==> src/ajkm_pkg.sv <==
// ----------------------------------------------------------------------------
// ajkm_pkg
// Shared sizes, types and helpers of the keyed as-of join block.
// ----------------------------------------------------------------------------
package ajkm_pkg;

    // number of right tables held in the memo, and key slots per table
    localparam int RIGHT_TABLES = 4;
    localparam int KEY_SLOTS    = 4096;

    // probes report on at most four tables
    localparam int MAX_RESULTS  = 4;
    localparam int PROBE_LIMIT  = (RIGHT_TABLES < MAX_RESULTS) ? RIGHT_TABLES : MAX_RESULTS;

    // memo geometry
    localparam int MEMO_DEPTH   = RIGHT_TABLES * KEY_SLOTS;
    localparam int MEMO_AW      = (MEMO_DEPTH > 1) ? $clog2(MEMO_DEPTH) : 1;

    // fixed field widths
    localparam int KEY_W   = 12;
    localparam int TIME_W  = 64;
    localparam int REF_W   = 32;
    localparam int TBL_W   = 2;
    localparam int TOL_W   = 63;
    localparam int ACT_W   = 3;
    localparam int CFG_DW  = 64;
    localparam int CFG_AW  = 4;

    // input function codes
    localparam logic FUNC_STORE = 1'b0;
    localparam logic FUNC_PROBE = 1'b1;

    // register indexes
    localparam logic REG_TOLERANCE = 1'b0;
    localparam logic REG_ACTIVE    = 1'b1;

    // reset value of the active table count
    localparam logic [ACT_W-1:0] ACTIVE_RESET = 3'd4;

    // one memo entry
    typedef struct packed {
        logic              valid;
        logic [TIME_W-1:0] etime;
        logic [REF_W-1:0]  row_ref;
    } t_memo_word;

    // memo access request from the sequencer
    typedef struct packed {
        logic               wr_en;
        logic [MEMO_AW-1:0] wr_addr;
        t_memo_word         wr_data;
        logic               rd_en;
        logic [MEMO_AW-1:0] rd_addr;
    } t_memo_req;

    // configuration seen by the sequencer
    typedef struct packed {
        logic [TOL_W-1:0] tolerance;
        logic [ACT_W-1:0] active;
    } t_cfg;

    // sequencer status
    typedef struct packed {
        logic clearing;
        logic busy;
    } t_seq_status;

    // number of tables that one probe reports on
    function automatic logic [ACT_W-1:0] probe_count(input logic [ACT_W-1:0] active);
        logic [ACT_W-1:0] lim;
        lim = ACT_W'(PROBE_LIMIT);
        if (active == '0) begin
            return ACT_W'(1);
        end else if (active > lim) begin
            return lim;
        end
        return active;
    endfunction

endpackage

==> src/ajkm_tolcmp.sv <==
// ----------------------------------------------------------------------------
// ajkm_tolcmp
// Shared tolerance compare: entry time plus tolerance against left time.
// ----------------------------------------------------------------------------
module ajkm_tolcmp
    import ajkm_pkg::*;
(
    input  logic [TIME_W-1:0] i_entry_time,
    input  logic [TOL_W-1:0]  i_tolerance,
    input  logic [TIME_W-1:0] i_left_time,
    output logic              o_hit
);

    logic [TIME_W:0] sum;

    // sum carries one extra bit so it never wraps
    assign sum   = {1'b0, i_entry_time} + {2'b00, i_tolerance};
    assign o_hit = (sum >= {1'b0, i_left_time});

endmodule

==> src/ajkm_seq.sv <==
// ----------------------------------------------------------------------------
// ajkm_seq
// Sequencer: memo clearing pass, key wrap, store, and one probe per table.
// ----------------------------------------------------------------------------
module ajkm_seq
    import ajkm_pkg::*;
(
    input  logic              i_clk,
    input  logic              i_rst_n,
    input  t_cfg              i_cfg,
    // input channel
    input  logic              i_in_valid,
    output logic              o_in_stall,
    input  logic              i_func,
    input  logic [TBL_W-1:0]  i_table_index,
    input  logic [KEY_W-1:0]  i_join_key,
    input  logic [TIME_W-1:0] i_event_time,
    input  logic [REF_W-1:0]  i_row_ref,
    // output channel
    output logic              o_out_valid,
    input  logic              i_out_stall,
    output logic [REF_W-1:0]  o_probe_row_ref,
    output logic [TBL_W-1:0]  o_out_table,
    output logic              o_matched,
    output logic [REF_W-1:0]  o_match_row_ref,
    output logic              o_last,
    // memo
    output t_memo_req         o_memo_req,
    input  t_memo_word        i_memo_rd,
    output t_seq_status       o_status
);

    typedef enum logic [1:0] {
        S_CLEAR,
        S_IDLE,
        S_REDUCE,
        S_EVAL
    } t_state;

    t_state             r_state,   n_state;
    logic [MEMO_AW-1:0] r_clr_addr, n_clr_addr;
    logic               r_func,    n_func;
    logic [TBL_W-1:0]   r_table,   n_table;
    logic [KEY_W-1:0]   r_key,     n_key;
    logic [TIME_W-1:0]  r_time,    n_time;
    logic [REF_W-1:0]   r_ref,     n_ref;
    logic [ACT_W-1:0]   r_idx,     n_idx;
    logic [ACT_W-1:0]   r_count,   n_count;
    logic [MEMO_AW-1:0] r_base,    n_base;
    logic               r_out_valid,     n_out_valid;
    logic [REF_W-1:0]   r_probe_row_ref, n_probe_row_ref;
    logic [TBL_W-1:0]   r_out_table,     n_out_table;
    logic               r_matched,       n_matched;
    logic [REF_W-1:0]   r_match_row_ref, n_match_row_ref;
    logic               r_last,          n_last;

    logic      time_hit;
    logic      hit;
    logic      out_free;
    logic      key_over;
    logic      is_last;
    t_memo_req req;

    // shared compare unit, used once per probed table
    ajkm_tolcmp u_tolcmp (
        .i_entry_time (i_memo_rd.etime),
        .i_tolerance  (i_cfg.tolerance),
        .i_left_time  (r_time),
        .o_hit        (time_hit)
    );

    assign hit      = i_memo_rd.valid && time_hit;
    assign out_free = !r_out_valid || !i_out_stall;
    assign key_over = ({{(32-KEY_W){1'b0}}, r_key} >= 32'(KEY_SLOTS));
    assign is_last  = ((r_idx + ACT_W'(1)) == r_count);

    // next state and memo requests
    always_comb begin
        n_state         = r_state;
        n_clr_addr      = r_clr_addr;
        n_func          = r_func;
        n_table         = r_table;
        n_key           = r_key;
        n_time          = r_time;
        n_ref           = r_ref;
        n_idx           = r_idx;
        n_count         = r_count;
        n_base          = r_base;
        n_out_valid     = r_out_valid && i_out_stall;
        n_probe_row_ref = r_probe_row_ref;
        n_out_table     = r_out_table;
        n_matched       = r_matched;
        n_match_row_ref = r_match_row_ref;
        n_last          = r_last;
        req             = '0;

        unique case (r_state)
            S_CLEAR: begin
                req.wr_en   = 1'b1;
                req.wr_addr = r_clr_addr;
                req.wr_data = '0;
                if (r_clr_addr == MEMO_AW'(MEMO_DEPTH - 1)) begin
                    n_state = S_IDLE;
                end else begin
                    n_clr_addr = r_clr_addr + MEMO_AW'(1);
                end
            end
            S_IDLE: begin
                if (i_in_valid) begin
                    n_func  = i_func;
                    n_table = i_table_index;
                    n_key   = i_join_key;
                    n_time  = i_event_time;
                    n_ref   = i_row_ref;
                    n_count = probe_count(i_cfg.active);
                    n_state = S_REDUCE;
                end
            end
            S_REDUCE: begin
                if (key_over) begin
                    // wrap the key one slot span at a time
                    n_key = r_key - KEY_W'(KEY_SLOTS);
                end else if (r_func == FUNC_STORE) begin
                    if (32'(r_table) < 32'(RIGHT_TABLES)) begin
                        req.wr_en           = 1'b1;
                        req.wr_addr         = MEMO_AW'(r_table) * MEMO_AW'(KEY_SLOTS)
                                            + MEMO_AW'(r_key);
                        req.wr_data.valid   = 1'b1;
                        req.wr_data.etime   = r_time;
                        req.wr_data.row_ref = r_ref;
                    end
                    n_state = S_IDLE;
                end else begin
                    // start the probe at table 0
                    req.rd_en   = 1'b1;
                    req.rd_addr = MEMO_AW'(r_key);
                    n_base      = MEMO_AW'(r_key);
                    n_idx       = '0;
                    n_state     = S_EVAL;
                end
            end
            S_EVAL: begin
                if (out_free) begin
                    n_out_valid     = 1'b1;
                    n_probe_row_ref = r_ref;
                    n_out_table     = r_idx[TBL_W-1:0];
                    n_matched       = hit;
                    n_match_row_ref = hit ? i_memo_rd.row_ref : '0;
                    n_last          = is_last;
                    if (is_last) begin
                        n_state = S_IDLE;
                    end else begin
                        // fetch the next table while this result goes out
                        n_idx       = r_idx + ACT_W'(1);
                        n_base      = r_base + MEMO_AW'(KEY_SLOTS);
                        req.rd_en   = 1'b1;
                        req.rd_addr = r_base + MEMO_AW'(KEY_SLOTS);
                    end
                end
            end
            default: begin
                n_state = S_IDLE;
            end
        endcase
    end

    // state and registered outputs
    always_ff @(posedge i_clk) begin
        if (!i_rst_n) begin
            r_state     <= S_CLEAR;
            r_clr_addr  <= '0;
            r_out_valid <= 1'b0;
        end else begin
            r_state     <= n_state;
            r_clr_addr  <= n_clr_addr;
            r_out_valid <= n_out_valid;
        end
        r_func          <= n_func;
        r_table         <= n_table;
        r_key           <= n_key;
        r_time          <= n_time;
        r_ref           <= n_ref;
        r_idx           <= n_idx;
        r_count         <= n_count;
        r_base          <= n_base;
        r_probe_row_ref <= n_probe_row_ref;
        r_out_table     <= n_out_table;
        r_matched       <= n_matched;
        r_match_row_ref <= n_match_row_ref;
        r_last          <= n_last;
    end

    assign o_in_stall      = (r_state != S_IDLE);
    assign o_out_valid     = r_out_valid;
    assign o_probe_row_ref = r_probe_row_ref;
    assign o_out_table     = r_out_table;
    assign o_matched       = r_matched;
    assign o_match_row_ref = r_match_row_ref;
    assign o_last          = r_last;
    assign o_memo_req      = req;

    assign o_status.clearing = (r_state == S_CLEAR);
    assign o_status.busy     = (r_state != S_IDLE);

endmodule

==> config.mk <==
export PLATFORM = sky130hd
export DESIGN_NAME = ajkm_seq
export DESIGN_NICKNAME = d
export VERILOG_FILES = /design/src/ajkm_pkg.sv /design/src/ajkm_tolcmp.sv /design/src/ajkm_seq.sv
export SDC_FILE = /design/constraint.sdc
export NUM_CORES = 1
export LEC_CHECK = 0
export BUFFER_PORTS_ARGS = -buffer_cell sky130_fd_sc_hd__buf_4
export CORE_UTILIZATION = 40
export CTS_CLUSTER_SIZE = 10
export DETAILED_ROUTE_END_ITERATION = 10
export MAX_ROUTING_LAYER = met4
export PLACE_DENSITY = 0.66
export SYNTH_ARGS = -nofsm -noshare
export SYNTH_HDL_FRONTEND = slang
export SYNTH_HIERARCHICAL = 1
export SYNTH_SLANG_ARGS = --single-unit
==> constraint.sdc <==
create_clock -name i_clk -period 7.4 [get_ports i_clk]
set_clock_uncertainty 0.05 [all_clocks]
set_input_delay 1.48 -clock i_clk [delete_from_list [all_inputs] [get_ports i_clk]]
set_output_delay 1.48 -clock i_clk [all_outputs]
set_load 0.005 [all_outputs]
==> key figures, run 1 <==
Run status
  – Outcome: complete, no violations

Worst setup path
  – Arrival time worst endpoint: 7.31 ns
  – CP Max Fanout: 33
  – Setup crit end kind: flop
  – Cells along the critical path: buf_4 -> ha_1 -> fa_1 -> a21o_1 -> a221oi_2 -> o311ai_2 -> nand3b_1 -> o211ai_2 -> or4_1 -> nand2_1 -> o21ai_1 -> xor2_1 -> ha_1 -> nand4_1 -> or2_2 -> or3_1 -> or4_1 -> a21oi_1 -> nor4_1 -> o221ai_2 -> and3_1
  – CP peak stage delay: 0.81 ns
  – Crit path kind: input port to flop
  – Crit start category: input port
  – Cell family with most CP delay: simple AND/OR/NAND/NOR gates
  – CP Buf/Inv Count: 1
  – Slowest CP cell: o221ai_2
  – Req. time, crit path: 7.75 ns

Route
  – Drt initial violations: 807
  – DR vias/cell: 5.241
  – Drt pass-1 iters: 5
  – Avg WL per Cell: 20.03 um
  – Via count: 11683
  – Detail Route Antenna Nets: 0
  – WL final: 44.65 mm
  – DRC violations left: 0

Floorplanning
  – Area of the die: approximately 35000 um^2
  – Io pins: 477
  – Initial core utilization: 40.88%
  – # rows: between 60 and 70
  – Die W: 187.6 um
  – Chip Height: roughly 190 um
  – Core area: 33700 um^2

Pwr
  – Leak: 8.412 nW
  – Final Power: 0.003194 W
  – Power density cells: about 170 nW/um^2
  – Max IR drop VDD: between 0.0001 and 0.00015 V

GRT
  – Vias in the first global route: 11645
  – Antenna violations before repair: 0
  – Grt total ovfl: 0
  – All-Layer GR Usage: 25.29%
  – Pin count of the biggest net entering global routing: 74
  – First-pass GRT wire length: 66.99 mm

Place
  – Gp weighted congestion: 0.9172
  – Dpl ws: -0.1091 ns
  – Placed Area: about 18000 um^2
  – Number of port buffers: 476
  – HPWL after detailed placement: 36.32 mm

STA
  – Final hold viol count: 0
  – Setup violators final: 0
  – Hold slack final: between 0.3 and 0.4 ns
  – Max-slew headroom: 28.39%
  – Setup TNS: 0 ns
  – Fin crit share: ~94%
  – Worst Max-Slew Pin Slew: 1.074 ns
  – Min setup slack post-route: 0.4387 ns
  – Minimum clock period after layout: 6.961 ns
  – FMAX: 143.7 MHz
  – RSZ-0062 raised after global routing: false
  – Max Slew Vio Count: 0

CTS
  – Worst skew pair latency: 0.54 ns
  – Hold buffer count at CTS: 0
  – Clock Path Buffers: 3
  – H-tree levels: 1
  – CTS tree: done
  – CTS sink cnt: 216
  – CTS root buffer: clkbuf_16
  – Cts bufs inserted: 26
  – Postcts setup bufs: 0
  – Clock transition at the registers of the reported paths: roughly 0.06 ns
  – Resized cells post-CTS: 0

Min path
  – Worst hold path type: flop to flop

Logic synthesis
  – Yosys warns: 6
  – Flops & latches, synth: about 220
  – Number of synthesized flops with an enable pin: between 150 and 200
  – Synthesized area per cell: 10.66 um^2
  – Most used DFF post-synth: edfxtp_1
  – Async SR Flop Fraction: 0%
  – Synth Net Count: 1705
  – Synth unique cells: 88
  – Synth Cell Area: 13780 um^2
  – Cell count after synthesis: 1292
  – Post-synthesis sequential area ratio: 45.85%

Layout
  – Layout cells sized above 1: a little under a third
  – Final #Nets: about 2200
  – Post-Layout Inst Area: about 19000 um^2
  – FF/Latch Area: 6316 um^2
  – # fillers: 3058
  – Multi-input gate area: around 7000 um^2
  – Layout overhead on the synthesized area: 34.70%
  – Number of antenna diodes: 0

Run
  – Max Cap Violations: 0
## cells in the final DEF (no fill, tap or decap), drive strengths merged, types with 21 or more instances in the layout
cell type	instances
a21oi	113
o21ai	52
a21o	42
nand4	33
xnor2	39
nor2	47
buf	484
ha	134
xor2	26
nor2b	24
clkbuf	44
and2	111
and3	37
a22o	26
inv	89
nand2	78
edfxtp	199
nand3	21
## final timing paths
check                      from                   to  slack, ns  depth (start not counted)
setup reg to reg     r_time[54]  o_match_row_ref[10]       3.79                         10
hold reg to reg       r_ref[14]  o_probe_row_ref[14]       0.39                          0
hold / removal        r_ref[14]  o_probe_row_ref[14]       0.39                          0
setup / recovery  i_memo_rd[32]  o_match_row_ref[10]       0.44                         21
## per-stage QoR
step / util, % / std cells
5_1_grt: 55.06 / 2229
2_1_floorplan: - / 1292
6_report: 55.06 / 2229
4_1_cts: 55.06 / 2229
3_5_place_dp: 52.80 / 2181
3_3_place_gp: 52.80 / 2181
## flip-flops by register name (all words and copies together), names as in the netlist
register / count
r_table: 2
o_out_table: 2
r_idx: 3
r_key: 12
r_clr_addr: 14
o_last: 1
r_state: 2
o_matched: 1
o_match_row_ref: 32
r_count: 3
r_ref: 32
o_probe_row_ref: 32
r_time: 64
r_base: 14
o_out_valid: 1
r_func: 1
## cells by family (layout without fill, tap and decap cells)
kind of cell    after synthesis  in the layout  share of synthesized area, %
compound gates              330            330                         16.83
mux                           6              6                        0.4451
fa+ha+maj                   135            135                         12.32
buf+inv                     132            621                         3.842
simple gates                407            407                         16.42
xor+xnor                     66             66                         4.296
flops                       216            216                         45.85
## worst register-to-register path: stages (launching register included)
cell and delay [ns]:
edfxtp_1 0.37, inv_1 0.07, ha_1 0.30, nand4_1 0.10, or2_2 0.32, or3_1 0.38
or4_1 0.55, a21oi_1 0.14, nor4_1 0.08, o221ai_2 0.81, and3_1 0.30
## where the power goes
group          leakage, nW  switching, W  internal [W]  total (W)
registers             1.98    0.00000201       0.00133    0.00133
logic                 6.07      0.000370      0.000337   0.000707
clock network        0.365      0.000495      0.000660    0.00116
## layout make-up
cell class                 count  share of cell area, %
timing repair buffer         484                  19.58
tap                          448                  3.021
inverter                      89                  1.800
clock buffer                  44                  3.871
sequential                   216                  34.04
clock inverter                 4                 0.2428
multi-input combinational    944                  37.44
## cells in the mapped netlist, types with 4 or more instances
cell type	number	area, um^2
a21o_1	40	300.3
a21oi_1	112	560.5
a221oi_1	4	35.03
a22o_1	24	210.2
a31oi_1	4	25.02
and2_1	111	694.4
and3_1	36	225.2
and4_1	5	43.79
clkbuf_1	31	116.4
dfxtp_1	17	340.3
edfxtp_1	199	5976
ha_1	134	1677
inv_1	89	334.1
mux2i_1	5	50.05
nand2_1	78	292.8
nand2b_1	6	37.54
nand3_1	21	105.1
nand4_1	32	200.2
nor2_1	47	176.4
nor2b_1	24	150.1
nor3_1	10	50.05
nor4_1	5	31.28
o211ai_1	8	60.06
o21a_1	11	82.58
o21ai_0	44	220.2
o21ai_1	6	30.03
o21bai_1	17	127.6
o31ai_1	9	67.56
or2_2	6	37.54
or3_1	7	43.79
or4_1	6	45.04
xnor2_1	39	341.6
xor2_1	26	227.7
## metal layers
layer,vias to the layer above,GRT usage (%),routed length [um]
met3,39,3.294,2365
met4,0,4.065,632
met1,5517,30.94,18870
met2,427,44.99,22780
li1,5700,-,-
met5,-,-,0
Power figures use the tool's default switching activity.
==> run 2: changes to the inputs <==
--- a/config.mk
+++ b/config.mk
@@ -6,11 +6,12 @@
 export NUM_CORES = 1
 export LEC_CHECK = 0
 export BUFFER_PORTS_ARGS = -buffer_cell sky130_fd_sc_hd__buf_4
-export CORE_UTILIZATION = 40
+export CORE_AREA = 2 2 185 187
 export CTS_CLUSTER_SIZE = 10
 export DETAILED_ROUTE_END_ITERATION = 10
+export DIE_AREA = 0 0 187 189
 export MAX_ROUTING_LAYER = met4
-export PLACE_DENSITY = 0.66
+export PLACE_DENSITY = 0.68
 export SYNTH_ARGS = -nofsm -noshare
 export SYNTH_HDL_FRONTEND = slang
 export SYNTH_HIERARCHICAL = 1
==> key figures, run 2 (same netlist as run 1, synthesis figures left out) <==
GRT
  – Pin count of the biggest net entering global routing: 78 (+5.4%)
  – Grt total ovfl: 0 (unchanged)
  – Antenna violations before repair: 4 (+4)
  – All-Layer GR Usage: 25.15% (-0.14 points)
  – Vias in the first global route: 11618 (-0.23%)
  – First-pass GRT wire length: 67.23 mm (+0.37%)

Run status
  – Outcome: complete, no violations

Worst setup path
  – Crit start category: input port
  – Cell family with most CP delay: simple AND/OR/NAND/NOR gates
  – Cells along the critical path: buf_4 -> ha_1 -> fa_1 -> a21o_1 -> a221oi_2 -> o311ai_2 -> nand3b_1 -> o211ai_2 -> or4_1 -> nand2_1 -> o21ai_1 -> xor2_1 -> ha_1 -> nand4_1 -> or2_2 -> or3_1 -> or4_1 -> a21oi_1 -> nor4_1 -> o221ai_2 -> and3_1
  – Arrival time worst endpoint: 7.35 ns (+0.04 ns)
  – Crit path kind: input port to flop
  – Setup crit end kind: flop
  – CP peak stage delay: 0.86 ns (+0.05 ns)
  – Req. time, crit path: 7.75 ns (about the same)
  – CP Buf/Inv Count: 1 (unchanged)
  – CP Max Fanout: 33 (unchanged)
  – Slowest CP cell: o221ai_2

Layout
  – Layout cells sized above 1: 31.87% (+0.15 points)
  – Max FFs per register: 64 (unchanged)
  – Most flops, register: r_time
  – Final #Nets: 2174 (unchanged)
  – Most frequent cells in the layout: buf_4 (483), edfxtp_1 (199), ha_1 (134)
  – Layout overhead on the synthesized area: 35.25%
  – Post-Layout Inst Area: 18630 um^2 (+0.41%)
  – Final Util: 55.98% (+0.92 points)
  – Most common cell after layout, fill and taps aside: buf_4

CTS
  – Clock Path Buffers: 3 (unchanged)
  – CTS root buffer: clkbuf_16
  – H-tree levels: 1 (unchanged)
  – Cts bufs inserted: 27 (+3.8%)
  – Postcts setup bufs: 0 (unchanged)
  – Clock transition at the registers of the reported paths: 0.06 ns (about the same)
  – Worst skew pair latency: 0.57 ns (+0.03 ns)
  – CTS sink cnt: 216 (unchanged)
  – CTS tree: done
  – Hold buffer count at CTS: 0 (unchanged)
  – Resized cells post-CTS: 0 (unchanged)

Floorplanning
  – Core area: 33280 um^2 (-1.2%)
  – Initial core utilization: 41.39% (+0.51 points)
  – Die W: 187 um (-0.31%)
  – Area of the die: 35340 um^2 (+0.45%)
  – # rows: 67 (unchanged)
  – Chip Height: 189 um (+0.76%)
  – Io pins: 477 (unchanged)

Route
  – Drt pass-1 iters: 5 (unchanged)
  – DR vias/cell: 5.253 (+0.23%)
  – Detail Route Antenna Nets: 0 (unchanged)
  – Avg WL per Cell: 20.26 um (+1.1%)
  – DRC violations left: 0 (unchanged)
  – WL final: 45.24 mm (+1.3%)
  – Via count: 11731 (+0.41%)
  – Drt initial violations: 579 (-28%)

STA
  – Setup TNS: 0 ns (unchanged)
  – Setup violators final: 0 (unchanged)
  – RSZ-0062 raised after global routing: false
  – Max Slew Vio Count: 0 (unchanged)
  – Minimum clock period after layout: 6.996 ns (+0.03485 ns)
  – Final hold viol count: 0 (unchanged)
  – Min setup slack post-route: 0.4039 ns (-0.03485 ns)
  – Fin crit share: 94.54% (+0.47 points)
  – Max-slew headroom: 24.09% (-4.3 points)
  – Worst Max-Slew Pin Slew: 1.139 ns (+0.06453 ns)
  – FMAX: 142.9 MHz (-0.50%)

Place
  – Placed Area: 17780 um^2 (about the same)
  – Dpl ws: -0.1642 ns (-0.05506 ns)
  – Gp weighted congestion: 0.8904 (-2.9%)
  – HPWL after detailed placement: 36.50 mm (+0.52%)
  – Number of port buffers: 476 (unchanged)

Run
  – Max Cap Violations: 0 (unchanged)

Min path
  – Worst hold path type: flop to flop

Pwr
  – Max IR drop VDD: 0.0001614 V (+8.4%)
  – Power density cells: 177.0 nW/um^2 (+2.8%)
  – Leak: 8.445 nW (+0.38%)
run 2: changes by cell type in the layout (fill, tap and decap cells not counted), moves of 2 or more:
cell,previous run,this run
clkbuf_8,0,3
clkinv_2,3,1
clkbuf_1,18,15
diode_2,0,3
run 2: where the power goes:
part	total [W]	switching, W	internal [W]	leakage, nW
clock network	0.00126	0.000519	0.000745	0.402
registers	0.00133	0.00000192	0.00133	1.98
logic	0.000701	0.000365	0.000336	6.06
run 2: metrics by stage:
| step | hold slack [ns] | std cells | power, W |
|---|---|---|---|
| 2_1_floorplan | 0.3674 | 1292 | 0.001802 |
| 3_3_place_gp | 0.3724 | 2180 | 0.002045 |
| 3_5_place_dp | 0.3735 | 2180 | 0.002052 |
| 4_1_cts | 0.3872 | 2230 | 0.003325 |
| 5_1_grt | 0.3951 | 2233 | 0.003452 |
| 6_report | 0.3888 | 2233 | 0.003297 |
run 2: final cells by class:
type,instances,area (um^2)
Timing Repair Buffer,483,3626
Clock buffer,45,773.2
Antenna cell,3,7.507
Tap cell,448,560.5
Inverter,89,334.1
Multi-Input combinational cell,944,6948
Clock inverter,5,66.31
Sequential cell,216,6316
Fill cell,2940,14650
run 2: per-layer routing:
metal  up-vias  track usage (%)  wire (um)
met5         -                -          0
li1       5720                -          -
met1      5507            30.47      18590
met2       444            43.74      22680
met3        60            4.189       2897
met4         0            6.349       1073
run 2: final timing paths:
| kind | slack, ns | depth (start not counted) | from | endpoint |
|---|---|---|---|---|
| worst max register to register | 3.70 | 10 | r_time[56] | o_match_row_ref[3] |
| worst min register to register | 0.39 | 0 | r_ref[9] | o_probe_row_ref[9] |
| worst max-delay path | 0.40 | 21 | i_memo_rd[32] | o_match_row_ref[3] |
| worst min-delay path | 0.39 | 0 | r_ref[9] | o_probe_row_ref[9] |
==> run 3: changes to the inputs <==
--- a/config.mk
+++ b/config.mk
@@ -6,13 +6,12 @@
 export NUM_CORES = 1
 export LEC_CHECK = 0
 export BUFFER_PORTS_ARGS = -buffer_cell sky130_fd_sc_hd__buf_4
-export CORE_AREA = 2 2 185 187
+export CORE_AREA = 2 2 184 186
 export CTS_CLUSTER_SIZE = 10
 export DETAILED_ROUTE_END_ITERATION = 10
-export DIE_AREA = 0 0 187 189
+export DIE_AREA = 0 0 186 188
 export MAX_ROUTING_LAYER = met4
 export PLACE_DENSITY = 0.68
 export SYNTH_ARGS = -nofsm -noshare
 export SYNTH_HDL_FRONTEND = slang
-export SYNTH_HIERARCHICAL = 1
 export SYNTH_SLANG_ARGS = --single-unit
==> key figures, run 3 <==
Layout
  – Max FFs per register: 64 (unchanged)
  – Layout cells sized above 1: 29.67% (-2.2 points)
  – # fillers: 2980 (+1.4%)
  – Layout overhead on the synthesized area: 35.12% (about the same)
  – Most common cell after layout, fill and taps aside: buf_4
  – Post-Layout Inst Area: 18370 um^2 (-1.4%)
  – Most flops, register: r_time
  – Most frequent cells in the layout: buf_4 (481), edfxtp_1 (199), ha_1 (135)
  – Final #Nets: 2194 (+0.92%)

GRT
  – Grt total ovfl: 0 (unchanged)
  – Antenna violations before repair: 1 (-3)
  – All-Layer GR Usage: 24.45% (-0.70 points)
  – Vias in the first global route: 11495 (-1.1%)
  – Pin count of the biggest net entering global routing: 70 (-10%)
  – First-pass GRT wire length: 64.54 mm (-4.0%)

Pwr
  – Power density cells: 183.2 nW/um^2 (+3.5%)
  – Final Power: 0.003366 W (+2.1%)
  – P_sw: 0.0009371 W (+5.9%)
  – Max IR drop VDD: 0.0001745 V (+8.1%)
  – Comb pwr share: 23.0% (+1.7 points)
  – Seq pwr share: 41.5% (+1.1 points)
  – Leak: 8.327 nW (-1.4%)
  – Power share of the clock group: 35.5% (-2.8 points)
  – Cell internal pwr: 0.002429 W (+0.69%)
  – Net Sw Frac: 27.84% (+0.99 points)

Worst setup path
  – Req. time, crit path: 7.75 ns (about the same)
  – Cells along the critical path: buf_4 -> ha_1 -> fa_1 -> a21o_1 -> a221oi_2 -> o311a_1 -> a21oi_1 -> nor3_2 -> nor2_2 -> a21oi_1 -> o21bai_1 -> a21oi_1 -> xnor2_1 -> ha_1 -> nand4_1 -> nor3_1 -> o211ai_1 -> a21oi_1 -> o31a_1 -> a21oi_4 -> buf_4 -> nor2_1
  – R2R setup slack: 4.11 ns (+0.41 ns)
  – Reg-to-Reg Start: r_time[1]
  – Crit path kind: input port to flop
  – Arrival time worst endpoint: 6.59 ns (-0.76 ns)
  – Setup crit end kind: flop
  – CP Buf/Inv Count: 2 (+1)
  – Cell family with most CP delay: compound AO/OA/AOI/OAI gates
  – Slowest CP cell: nor3_1
  – CP peak stage delay: 0.49 ns (-0.37 ns)
  – Crit start category: input port
  – Worst R2R End: o_match_row_ref[30]
  – Most used cell, CP: a21oi_1
  – Worst reg2reg path depth: 13 (+3)
  – CP Max Fanout: 33 (unchanged)

Logic synthesis
  – Largest family of logic cells by synthesized area: simple AND/OR/NAND/NOR gates
  – Post-synthesis compound-gate area fraction: 15.24% (-1.6 points)
  – Synth Cell Area: 13600 um^2 (-1.3%)
  – Number of synthesized flops with an enable pin: 199 (unchanged)
  – Synth Net Count: 1729 (+1.4%)
  – Post-synthesis sequential area ratio: 46.46% (+0.61 points)
  – Post-synthesis simple-gate area fraction: 16.77% (+0.35 points)
  – Yosys warns: 0 (-6)
  – Post-Synth Adder-Cell Area: 12.57% (+0.26 points)
  – Cell count after synthesis: 1315 (+1.8%)
  – Largest cells by area after synthesis: edfxtp_1 (44%), ha_1 (12%), and2_1 (5.2%)
  – Async SR Flop Fraction: 0% (unchanged)
  – Top-count cell post-synth: edfxtp_1
  – Synth unique cells: 66 (-25%)
  – Most used DFF post-synth: edfxtp_1
  – Synthesized area per cell: 10.34 um^2 (-3.0%)
  – Flops & latches, synth: 216 (unchanged)
  – Most frequent cells after synthesis: edfxtp_1 (199), ha_1 (135), and2_1 (113), nand2_1 (109), nor2_1 (91)
  – Synth area leader: edfxtp_1
  – Yosys top cell area share: 43.95% (+0.57 points)
  – Post-synthesis xor/xnor area fraction: 4.832% (+0.54 points)
  – Post-synthesis mux area share: 0.1565% (-0.29 points)

STA
  – Max-slew headroom: 31.34% (+7.3 points)
  – Max Slew Vio Count: 0 (unchanged)
  – Final hold viol count: 0 (unchanged)
  – FMAX: 160.2 MHz (+12%)
  – Minimum clock period after layout: 6.240 ns (-0.7558 ns)
  – Min setup slack post-route: 1.160 ns (+0.7558 ns)
  – Fin crit share: 84.33% (-10 points)
  – Setup TNS: 0 ns (unchanged)
  – Worst Max-Slew Pin Slew: 1.028 ns (-0.1110 ns)
  – Setup violators final: 0 (unchanged)
  – RSZ-0062 raised after global routing: false

CTS
  – CTS root buffer: clkbuf_16
  – Worst skew pair latency: 0.56 ns (about the same)
  – CTS sink cnt: 216 (unchanged)
  – CTS tree: done
  – Cts bufs inserted: 26 (-3.7%)
  – H-tree levels: 1 (unchanged)
  – Clock transition at the registers of the reported paths: 0.06 ns (about the same)
  – Resized cells post-CTS: 0 (unchanged)
  – Hold buffer count at CTS: 0 (unchanged)
  – Clock Path Buffers: 3 (unchanged)
  – Postcts setup bufs: 0 (unchanged)

Route
  – Drt initial violations: 697 (+20%)
  – Avg WL per Cell: 19.25 um (-5.0%)
  – Via count: 11674 (-0.49%)
  – Drt pass-1 iters: 5 (unchanged)
  – WL final: 43.29 mm (-4.3%)
  – DRC violations left: 0 (unchanged)
  – DR vias/cell: 5.191 (-1.2%)
  – Detail Route Antenna Nets: 0 (unchanged)

Floorplanning
  – Die W: 186 um (-0.53%)
  – # rows: 67 (unchanged)
  – Chip Height: 188 um (-0.53%)
  – Area of the die: 34970 um^2 (-1.1%)
  – Io pins: 477 (unchanged)
  – Initial core utilization: 41.06% (-0.33 points)
  – Core area: 33110 um^2 (-0.50%)

Place
  – Gp weighted congestion: 0.9153 (+2.8%)
  – Number of port buffers: 476 (unchanged)
  – Placed Area: 17580 um^2 (-1.1%)
  – Dpl ws: 0.6570 ns (+0.8212 ns)
  – HPWL after detailed placement: 34.65 mm (-5.1%)

Run
  – Max Cap Violations: 0 (unchanged)

Min path
  – Worst hold path type: flop to flop
  – Worst min-delay path startpoint: r_ref[30]
  – Hold depth: 0 (unchanged)
  – Hold Path End: o_probe_row_ref[30]

Run status
  – Outcome: complete, no violations
run 3: cell types whose count changed in the layout (fill, tap and decap cells not counted), sizes merged, moves of 6 or more:
cell,before,now
nor2,47,92
xnor2,39,47
or4,9,0
and3,37,8
nor3,10,18
nand2,78,109
o31ai,12,5
o21ai,52,45
a21oi,113,90
o21bai,17,11
a21o,42,56
run 3: cell type report:
type / instances / area (um^2) / area share [%]
clock buffer: 47 / 769.5 / 4.189
timing repair buffer: 481 / 3611 / 19.66
inverter: 89 / 334.1 / 1.819
sequential: 216 / 6316 / 34.38
antenna: 1 / 2.502 / 0.01362
clock inverter: 1 / 16.27 / 0.08854
multi-input combinational: 966 / 6760 / 36.80
tap: 448 / 560.5 / 3.051
run 3: stage by stage:
step	util [%]	instances	hold WS, ns
after floorplan	-	1315	0.3674
after global placement	53.10	2200	0.3707
after detailed placement	53.10	2200	0.3755
after CTS	55.47	2248	0.3887
after global routing	55.48	2249	0.3977
final	55.48	2249	0.3890
run 3: power by group through the flow:
stage | Combinational [W] | Sequential, W | Clock [W]
finish | 0.000773 | 0.00140 | 0.00120
global route | 0.000864 | 0.00140 | 0.00128
CTS | 0.000772 | 0.00140 | 0.00123
detailed placement | 0.000767 | 0.00142 | 0
global placement | 0.000754 | 0.00142 | 0
floorplan | 0.000507 | 0.00141 | 0
run 3: cell families after synthesis:
| kind of cell | Yosys count |
|---|---|
| muxes | 2 |
| xor gates and xnor gates | 75 |
| and+or+nand+nor | 448 |
| adders and majority gates | 136 |
| DFF | 216 |
| buffers and inverters | 133 |
| AOI/OAI and AO/OA | 305 |
run 3: layer usage:
metal | part of all wire (%) | wire, um | track usage (%)
met5 | 0 | 0 | -
met4 | 2.1 | 918 | 5.633
met3 | 6.1 | 2640 | 3.476
met2 | 50 | 21860 | 41.88
met1 | 41 | 17880 | 30.46
run 3: worst max path at each step:
stage | to | slack, ns | startpoint | depth (start not counted)
CTS | o_match_row_ref[30] | 1.22 | i_cfg[5] | 21
global route | o_match_row_ref[30] | 0.73 | i_cfg[5] | 21
floorplan | o_memo_req[10] | 0.18 | i_out_stall | 4
global placement | o_match_row_ref[26] | 0.71 | i_cfg[5] | 21
detailed placement | o_match_row_ref[26] | 0.66 | i_cfg[5] | 21
finish | o_match_row_ref[26] | 1.16 | i_cfg[3] | 22
